===== config.mk =====
export PLATFORM = sky130hd
export DESIGN_NAME = class_file_stream_parser
export DESIGN_NICKNAME = d
export VERILOG_FILES = /design/src/sv/cfsp_pkg.sv /design/src/sv/class_file_stream_parser.sv
export SDC_FILE = /design/constraint.sdc
export NUM_CORES = 1
export LEC_CHECK = 0
export ABC_AREA = 1
export BUFFER_PORTS_ARGS = -buffer_cell sky130_fd_sc_hd__buf_2
export CORE_ASPECT_RATIO = 0.9
export CORE_MARGIN = 5
export CORE_UTILIZATION = 50
export CTS_CLUSTER_DIAMETER = 40
export DETAILED_ROUTE_END_ITERATION = 7
export HOLD_SLACK_MARGIN = 0.08
export MAX_ROUTING_LAYER = met4
export PLACE_DENSITY_LB_ADDON = 0.3
export SLEW_MARGIN = 20
export SYNTH_ARGS = -nofsm -noshare
export SYNTH_HDL_FRONTEND = slang
export SYNTH_SLANG_ARGS = --single-unit
export TNS_END_PERCENT = 20

===== constraint.sdc =====
create_clock -name clk_i -period 7.1 [get_ports clk_i]
set_input_delay 2.13 -clock clk_i [delete_from_list [all_inputs] [get_ports clk_i]]
set_output_delay 2.13 -clock clk_i [all_outputs]
set_load 0.01 [all_outputs]

===== src/sv/cfsp_pkg.sv =====
package cfsp_pkg;
  localparam logic [31:0] MagicWord = 32'hCAFEBABE;
  localparam logic [5:0] PhMagic = 6'd0, PhMinor = 6'd1, PhMajor = 6'd2, PhPoolCnt = 6'd3,
    PhTag = 6'd4, PhPval = 6'd5, PhPwide2 = 6'd6, PhStr = 6'd7, PhAccess = 6'd8,
    PhThis = 6'd9, PhSuper = 6'd10, PhIfCnt = 6'd11, PhIface = 6'd12, PhBlock = 6'd16,
    PhDone = 6'd40;
  localparam logic [7:0] TagUtf8 = 8'd1, TagLong = 8'd5, TagDouble = 8'd6, TagClass = 8'd7,
    TagString = 8'd8, TagMhandle = 8'd15, TagMtype = 8'd16;
  localparam logic [2:0] KCount = 3'd0, KScalar = 3'd1, KTag = 3'd2, KPval = 3'd3,
    KStr = 3'd4, KAName = 3'd5, KALen = 3'd6, KAByte = 3'd7;
  localparam logic [2:0] StOk = 3'd0, StMagic = 3'd1, StTag = 3'd2, StEarly = 3'd3,
    StTrail = 3'd4;
  localparam logic [2:0] SecHeader = 3'd0, SecPool = 3'd1, SecClass = 3'd2, SecIface = 3'd3,
    SecFields = 3'd4, SecMethods = 3'd5, SecAttrs = 3'd6;

  typedef struct packed {
    logic [2:0]  section;
    logic [2:0]  kind;
    logic [15:0] entry;
    logic [15:0] attr;
    logic [31:0] value;
    logic [2:0]  status;
    logic        done;
  } result_t;

  function automatic logic [5:0] block_base(input logic [2:0] sec);
    block_base = PhBlock + {sec - SecFields, 3'b000};
  endfunction

  function automatic logic [2:0] section_of(input logic [5:0] ph);
    if (ph < PhPoolCnt) section_of = SecHeader;
    else if (ph <= PhStr) section_of = SecPool;
    else if (ph <= PhSuper) section_of = SecClass;
    else if (ph <= PhIface) section_of = SecIface;
    else if (ph >= PhDone) section_of = SecAttrs;
    else section_of = SecFields + {1'b0, ph[4:3] - 2'd2};
  endfunction

  function automatic logic tag_ok(input logic [7:0] t);
    tag_ok = (t == 8'd1) || (t >= 8'd3 && t <= 8'd12) || t == 8'd15 || t == 8'd16 ||
      t == 8'd18;
  endfunction
endpackage


===== src/sv/class_file_stream_parser.sv =====
// A result is written to the output register when its byte is accepted.
// One byte per cycle unless a held result stalls; output refills in the cycle it is taken.
// Reset: asynchronous active low; the parser waits for the magic number, output is empty.
// A byte flagged as last also returns the parser to its reset state.
module class_file_stream_parser (
  input  logic        clk_i,
  input  logic        rst_ni,
  input  logic        in_valid_i,
  output logic        in_stall_o,
  input  logic [7:0]  in_byte_i,
  input  logic        last_byte_i,
  output logic        out_valid_o,
  input  logic        out_stall_i,
  output logic [2:0]  section_o,
  output logic [2:0]  item_kind_o,
  output logic [15:0] entry_index_o,
  output logic [15:0] attr_index_o,
  output logic [31:0] field_value_o,
  output logic [2:0]  status_o,
  output logic        class_done_o
);
  logic [5:0] phase_q, phase_d;
  logic [2:0] nbytes_q, nbytes_d;
  logic [31:0] asm_q, asm_d, pay_q, pay_d;
  logic [15:0] left_q, left_d, entry_q, entry_d, aleft_q, aleft_d, acnt_q, acnt_d;
  logic [7:0] tag_q, tag_d;
  logic halted_q, halted_d;
  logic ovalid_q;
  cfsp_pkg::result_t res_q, r;
  logic emit;
  logic accept;

  assign in_stall_o = ovalid_q && out_stall_i;
  assign accept = in_valid_i && !in_stall_o;

  always_comb begin
    logic [2:0] need, sec, off;
    logic [31:0] v, pl;
    logic [16:0] nxt;
    logic [15:0] sl, al;
    phase_d = phase_q; nbytes_d = nbytes_q; asm_d = asm_q; pay_d = pay_q;
    left_d = left_q; entry_d = entry_q; aleft_d = aleft_q; acnt_d = acnt_q;
    tag_d = tag_q; halted_d = halted_q;
    r = '0; emit = 1'b0;
    need = 3'd2; v = '0; nxt = '0; pl = '0; sl = '0; al = '0;
    off = phase_q[2:0];
    sec = cfsp_pkg::section_of(phase_q);
    if (phase_q == cfsp_pkg::PhMagic || phase_q == cfsp_pkg::PhPwide2) need = 3'd4;
    else if (phase_q == cfsp_pkg::PhTag || phase_q == cfsp_pkg::PhStr) need = 3'd1;
    else if (phase_q == cfsp_pkg::PhPval) begin
      if (tag_q == cfsp_pkg::TagUtf8 || tag_q == cfsp_pkg::TagClass ||
          tag_q == cfsp_pkg::TagString || tag_q == cfsp_pkg::TagMtype) need = 3'd2;
      else if (tag_q == cfsp_pkg::TagMhandle) need = 3'd3;
      else need = 3'd4;
    end else if (phase_q >= cfsp_pkg::PhBlock && phase_q < cfsp_pkg::PhDone) begin
      if (off == 3'd7) need = 3'd1;
      else if (off == 3'd6) need = 3'd4;
    end
    if (halted_q) begin
      emit = 1'b0;
    end else if (phase_q == cfsp_pkg::PhDone) begin
      r.section = cfsp_pkg::SecAttrs; r.status = cfsp_pkg::StTrail; halted_d = 1'b1;
      emit = 1'b1;
    end else begin
      v = {asm_q[23:0], in_byte_i};
      asm_d = v;
      nbytes_d = nbytes_q + 3'd1;
      if (nbytes_d >= need) begin
        asm_d = '0; nbytes_d = '0; emit = 1'b1;
        r.section = sec; r.kind = cfsp_pkg::KScalar; r.value = v;
        case (phase_q)
          cfsp_pkg::PhMagic: begin
            if (v != cfsp_pkg::MagicWord) begin
              r.status = cfsp_pkg::StMagic; halted_d = 1'b1;
            end else phase_d = cfsp_pkg::PhMinor;
          end
          cfsp_pkg::PhMinor: begin r.entry = 16'd1; phase_d = cfsp_pkg::PhMajor; end
          cfsp_pkg::PhMajor: begin r.entry = 16'd2; phase_d = cfsp_pkg::PhPoolCnt; end
          cfsp_pkg::PhPoolCnt: begin
            r.kind = cfsp_pkg::KCount;
            left_d = v[15:0]; entry_d = '0;
            if (v[15:0] <= 16'd1) phase_d = cfsp_pkg::PhAccess;
            else begin entry_d = 16'd1; phase_d = cfsp_pkg::PhTag; end
          end
          cfsp_pkg::PhTag: begin
            r.kind = cfsp_pkg::KTag; r.entry = entry_q;
            tag_d = v[7:0];
            if (!cfsp_pkg::tag_ok(v[7:0])) begin
              r.status = cfsp_pkg::StTag; halted_d = 1'b1;
            end else phase_d = cfsp_pkg::PhPval;
          end
          cfsp_pkg::PhPval, cfsp_pkg::PhPwide2, cfsp_pkg::PhStr: begin
            r.entry = entry_q;
            nxt = {1'b0, entry_q} + 17'd1;
            if (phase_q == cfsp_pkg::PhPval) begin
              r.kind = cfsp_pkg::KPval;
              if (tag_q == cfsp_pkg::TagUtf8) begin
                pay_d = v; acnt_d = '0;
                if (v != '0) begin phase_d = cfsp_pkg::PhStr; nxt = '0; end
              end else if (tag_q == cfsp_pkg::TagLong || tag_q == cfsp_pkg::TagDouble) begin
                phase_d = cfsp_pkg::PhPwide2; nxt = '0;
              end
            end else if (phase_q == cfsp_pkg::PhPwide2) begin
              r.kind = cfsp_pkg::KPval; r.entry = entry_q + 16'd1;
              nxt = {1'b0, entry_q} + 17'd2;
            end else begin
              r.kind = cfsp_pkg::KStr; r.attr = acnt_q;
              acnt_d = acnt_q + 16'd1;
              pay_d = pay_q - 32'd1;
              if (pay_d == '0) acnt_d = '0;
              else nxt = '0;
            end
            // advance pool slot when this entry is finished
            if (nxt != '0) begin
              if (nxt >= {1'b0, left_q}) phase_d = cfsp_pkg::PhAccess;
              else begin entry_d = nxt[15:0]; phase_d = cfsp_pkg::PhTag; end
            end
          end
          cfsp_pkg::PhAccess: phase_d = cfsp_pkg::PhThis;
          cfsp_pkg::PhThis: begin r.entry = 16'd1; phase_d = cfsp_pkg::PhSuper; end
          cfsp_pkg::PhSuper: begin r.entry = 16'd2; phase_d = cfsp_pkg::PhIfCnt; end
          cfsp_pkg::PhIfCnt: begin
            r.kind = cfsp_pkg::KCount;
            left_d = v[15:0]; entry_d = '0;
            phase_d = (v[15:0] != '0) ? cfsp_pkg::PhIface :
              cfsp_pkg::block_base(cfsp_pkg::SecFields);
          end
          cfsp_pkg::PhIface: begin
            r.entry = entry_q;
            entry_d = entry_q + 16'd1;
            left_d = left_q - 16'd1;
            if (left_d == '0) phase_d = cfsp_pkg::block_base(cfsp_pkg::SecFields);
          end
          default: begin
            r.entry = entry_q;
            if (off >= 3'd5) r.attr = acnt_q;
            al = 16'hFFFF; // marker: no attribute finished
            case (off)
              3'd0: begin
                r.kind = cfsp_pkg::KCount; r.entry = '0;
                if (sec == cfsp_pkg::SecAttrs) begin
                  entry_d = '0; aleft_d = v[15:0]; acnt_d = '0; al = v[15:0];
                end else begin
                  left_d = v[15:0]; entry_d = '0;
                  if (v[15:0] == '0)
                    phase_d = cfsp_pkg::block_base((sec == cfsp_pkg::SecFields) ?
                      cfsp_pkg::SecMethods : cfsp_pkg::SecAttrs);
                  else phase_d = cfsp_pkg::block_base(sec) + 6'd1;
                end
              end
              3'd1, 3'd2, 3'd3: phase_d = phase_q + 6'd1;
              3'd4: begin
                r.kind = cfsp_pkg::KCount;
                aleft_d = v[15:0]; acnt_d = '0; al = v[15:0];
              end
              3'd5: begin r.kind = cfsp_pkg::KAName; phase_d = phase_q + 6'd1; end
              3'd6: begin
                r.kind = cfsp_pkg::KALen; pay_d = v;
                if (v == '0) begin
                  acnt_d = acnt_q + 16'd1; aleft_d = aleft_q - 16'd1; al = aleft_d;
                end else phase_d = phase_q + 6'd1;
              end
              default: begin
                r.kind = cfsp_pkg::KAByte;
                pl = pay_q - 32'd1; pay_d = pl;
                if (pl == '0) begin
                  acnt_d = acnt_q + 16'd1; aleft_d = aleft_q - 16'd1; al = aleft_d;
                end
              end
            endcase
            // start next attribute or close the owner
            if (al != 16'hFFFF || (off == 3'd0 && sec == cfsp_pkg::SecAttrs) ||
                off == 3'd4 || (off == 3'd6 && v == '0) || (off == 3'd7 && pl == '0)) begin
              if (aleft_d != '0) phase_d = cfsp_pkg::block_base(sec) + 6'd5;
              else if (sec == cfsp_pkg::SecAttrs) begin
                phase_d = cfsp_pkg::PhDone; r.done = 1'b1;
              end else begin
                entry_d = entry_q + 16'd1;
                sl = left_q - 16'd1; left_d = sl;
                if (sl != '0) phase_d = cfsp_pkg::block_base(sec) + 6'd1;
                else phase_d = cfsp_pkg::block_base((sec == cfsp_pkg::SecFields) ?
                  cfsp_pkg::SecMethods : cfsp_pkg::SecAttrs);
              end
            end
          end
        endcase
      end
    end
    if (last_byte_i) begin
      if (!halted_q) begin
        if (!emit || (r.status == cfsp_pkg::StOk && !r.done)) begin
          r.section = cfsp_pkg::section_of(phase_d);
          r.kind = cfsp_pkg::KCount; r.entry = entry_d; r.attr = acnt_d;
          r.value = '0; r.status = cfsp_pkg::StEarly; r.done = 1'b0; emit = 1'b1;
        end
      end
      phase_d = cfsp_pkg::PhMagic; nbytes_d = '0; asm_d = '0; pay_d = '0;
      left_d = '0; entry_d = '0; aleft_d = '0; acnt_d = '0; tag_d = '0; halted_d = 1'b0;
    end
  end

  always_ff @(posedge clk_i or negedge rst_ni) begin
    if (!rst_ni) begin
      phase_q <= cfsp_pkg::PhMagic; nbytes_q <= '0; asm_q <= '0; pay_q <= '0;
      left_q <= '0; entry_q <= '0; aleft_q <= '0; acnt_q <= '0; tag_q <= '0;
      halted_q <= 1'b0; ovalid_q <= 1'b0;
    end else begin
      if (accept) begin
        phase_q <= phase_d; nbytes_q <= nbytes_d; asm_q <= asm_d; pay_q <= pay_d;
        left_q <= left_d; entry_q <= entry_d; aleft_q <= aleft_d; acnt_q <= acnt_d;
        tag_q <= tag_d; halted_q <= halted_d;
      end
      if (accept) ovalid_q <= emit;
      else if (!out_stall_i) ovalid_q <= 1'b0;
    end
  end

  always_ff @(posedge clk_i) begin
    if (accept && emit) res_q <= r;
  end

  assign out_valid_o = ovalid_q;
  assign section_o = res_q.section;
  assign item_kind_o = res_q.kind;
  assign entry_index_o = res_q.entry;
  assign attr_index_o = res_q.attr;
  assign field_value_o = res_q.value;
  assign status_o = res_q.status;
  assign class_done_o = res_q.done;
endmodule

==> results.md <==
* Status: complete, but fails checks
* Failing checks: DRC
* VDD IR-drop max at 0.3330 mV
* Cells after synthesis at 3,005
* Residual overflow from global routing at 0
* Most common cell on crit path: nor2_1
* GP Congestion at 1.033
* I/O Buffers at 88
* Final WL at 81.17 mm
* Buffers from clock root to sink, at most at 3
* Critical path, cell by cell: nor2_2, inv_1, nor2_2, clkinv_1, nor2_1, o2111ai_1, o31ai_1, a21boi_0, ha_1, a21oi_1, o211ai_1, nand2_1, buf_4, nor2_1, inv_1, nand2_1, nor2_1, nand2_4, inv_4, nand2_4, nand2_4, buf_4, nor2_1
* Die boundary width at 216.6 µm
* TritonCTS clock tree: yes
* Clock input transition at the sequential cells of the worst setup and hold paths at 60 ps
* Row cnt at 68
* Reported net switching power at 6.976 mW
* Syn. warnings at 0
* Largest stage delay on the critical path at 670 ps
* Post-Layout Cell Count at 3,571
* Slew at the pin with the worst max-slew slack at 1209 ps
* Syn Nets at 3,056
* Syn avg cell area at 6.391 µm²
* Max-cap violations at 0
* Router iterations before antenna repair at 8
* Setup repair after global routing missed its margin: no
* Number of top-level pins at 89
* Vias at 22,778
* Count of endpoints failing setup in the final report at 0
* Post-CTS resize count at 0
* Count of H-tree levels built during CTS at 2
* Starting DRT DRC Count at 3,319
* Kind of critical path: flop to flop
* Detail-routed net length per standard cell at 22.73 µm
* Worst min-delay path class: flop to flop
* Setup bufs post-CTS at 0
* Total clock buffers created by CTS at 45
* Part of the total power dissipated in sequential elements at 0.185
* Largest driver fanout on the critical path at 28
* DRC Markers at 5
* Finished Core Util at 0.5675
* Internal cell power at 5.335 mW
* Number of routed nets with antenna violations at 0
* # hold bufs at CTS at 0
* Global Route Usage Sum at 0.3792
* Clk pwr share at 0.175
* Total negative slack at 0 ps
* Headroom to the max-slew limit at 0.1933
* DIE AREA at 42,440 µm²
* Fin. max-slew vios at 0
* Wire length of the first global-routing pass at 124.3 mm
* Vertical die dimension at 195.9 µm
* Critical Path Source Type: flop
* PD cells at 569.2 nW/µm²
* Core outline area at 38,120 µm²
* Fraction of registers with async set/reset at 0.6526
* Area delta synth->final at 12.63%
* Highest attainable clock frequency at 162.5 MHz
* Via density at 6.379
* Data required, critical path at 7400 ps
* Critical Path AT at 6460 ps
* Pin count of the biggest net entering global routing at 67
* Seq/Total Area, Yosys at 0.2968
* Placed cell count at 3,485
* Number of synthesized register bits at 213
* Final hold slack at 524.0 ps
* Via count of the first global-routing pass at 20,744
* Root Buffer: clkbuf_16
* # nets final at 3,094
* Critical Path Sink Type: flop
* Initial core utilization at 0.5039
* Cell area after synthesis at 19,210 µm²
* Clock latency of the later-clocked register in the worst-skew pair at 580 ps
* Antenna violations before repair at 2
* Crit-path slowest cell: nor2_1
* TritonCTS Sinks at 213
* Netlist cell types at 59
* Flip-flop cell with the highest count after synthesis: dfrtp_1
* Share of the cycle needed by the critical path after routing at 0.8667
* Switching part of the total power at 0.5666
* Largest clock skew in the final design at 21.08 ps
* Final hold violation count at 0
* Layout cells sized above 1 at 0.1049
* Standby leakage power at 9.824 nW
* Detailed Place HPWL at 57.41 mm
* Number of flops mapped to enable cells by yosys at 74
* Combinational fraction of design power at 0.640
* Minimum clock period after layout at 6153 ps
[critical path, delay by kind of cell (launching register included)]
| family | cells | cell delay [ps] |
|---|---|---|
| flops | 1 | 440 |
| simple gates | 11 | 2140 |
| buf+inv | 6 | 1630 |
| compound gates | 5 | 1250 |
| fa+ha+maj | 1 | 390 |
[worst paths after layout]
path                                         start                           to  slack, ps  depth (start not counted)
setup / recovery            phase_q[4]$_DFFE_PN0P_  field_value_o[11]$_DFFE_PP_        950                         23
hold / removal             out_valid_o$_DFFE_PN0P_      out_valid_o$_DFFE_PN0P_        520                          2
setup reg to reg            phase_q[4]$_DFFE_PN0P_  field_value_o[11]$_DFFE_PP_        950                         23
hold reg to reg            out_valid_o$_DFFE_PN0P_      out_valid_o$_DFFE_PN0P_        520                          2
max in group asynchronous                   rst_ni       left_q[14]$_DFFE_PN0P_       4530                          2
min in group asynchronous                   rst_ni        pay_q[22]$_DFFE_PN0P_       1350                          1
[power groups by stage]
stage / Sequential, mW / Clock [mW] / Combinational (mW)
after floorplan: 2.19 / 0 / 5.33
after global placement: 2.26 / 0 / 7.45
after detailed placement: 2.27 / 0 / 7.57
after CTS: 2.25 / 2.17 / 7.60
after global routing: 2.31 / 2.22 / 8.55
final: 2.28 / 2.16 / 7.88
[flip-flops by register name (all words and copies together) (netlist names)]
register       count
phase_q            6
status_o           3
nbytes_q           3
attr_index_o      16
out_valid_o        1
entry_index_o     16
entry_q           16
field_value_o     32
aleft_q           16
acnt_q            16
section_o          3
halted_q           1
asm_q             24
class_done_o       1
item_kind_o        3
pay_q             32
tag_q              8
left_q            16
[per-stage QoR]
step / total power [mW] / setup WS (ps) / instance area, µm²
final: 12.31 / 946.5 / 21630
after global routing: 13.09 / 590.5 / 21630
after CTS: 12.03 / 1155 / 21600
after detailed placement: 9.831 / 577.6 / 20070
after global placement: 9.704 / 704.5 / 20070
after floorplan: 7.516 / 416.7 / 19210
[final cells by class]
type                    instances  area [µm²]
diodes                          2       5.005
clock buffers                  47        1144
clock inverters                36       380.4
fillers                      3766       16490
inverters                     317        1192
multi-input cells            2307       11600
flip-flops and latches        213        5700
well taps                     490       613.1
repair buffers                159       999.7
[cells in the final DEF, fill, tap and decap left out, drive strengths merged, types with 4 or more instances in the layout]
master / instances
nand4: 70
inv: 315
a221oi: 16
dfrtp: 139
a32oi: 9
o211ai: 40
o22ai: 82
clkbuf: 47
xnor2: 5
a31oi: 12
nor2: 410
clkinv: 32
edfxtp: 74
nand2: 705
nand3: 227
nand3b: 4
xor2: 47
ha: 38
nor4: 12
buf: 159
nor3: 36
o2111ai: 6
a211oi: 4
o21ai: 352
a21boi: 4
a21oi: 170
a22oi: 21
o221ai: 10
[cell families after synthesis]
group	after synthesis	share of synthesized area
and+or+nand+nor	1468	0.3306
AOI/OAI and AO/OA	749	0.2234
buffers and inverters	485	0.1007
DFF	213	0.2968
xor gates and xnor gates	52	0.02371
adders and majority gates	38	0.02476
[cell usage after synthesis (69+ instances only)]
cell      instances  share of area
clkbuf_1        117          0.023
nor2_1          369          0.072
dfrtp_1         139           0.18
nand2_1         693           0.14
o22ai_1          82          0.027
o21ai_0         272          0.071
edfxtp_1         74           0.12
a21oi_1         170          0.044
nand4_1          69          0.022
o21ai_1          80          0.021
nand3_1         225          0.059
inv_1           286          0.056
[layer usage]
| metal | up-vias | wire length (µm) | GRT usage |
|---|---|---|---|
| li1 | 10312 | - | - |
| met1 | 10541 | 33350 | 0.5361 |
| met2 | 1630 | 33690 | 0.5337 |
| met3 | 295 | 10640 | 0.08656 |
| met4 | 0 | 3491 | 0.1350 |
| met5 | - | 0 | - |
No activity file was read; power rests on OpenSTA's default activity.
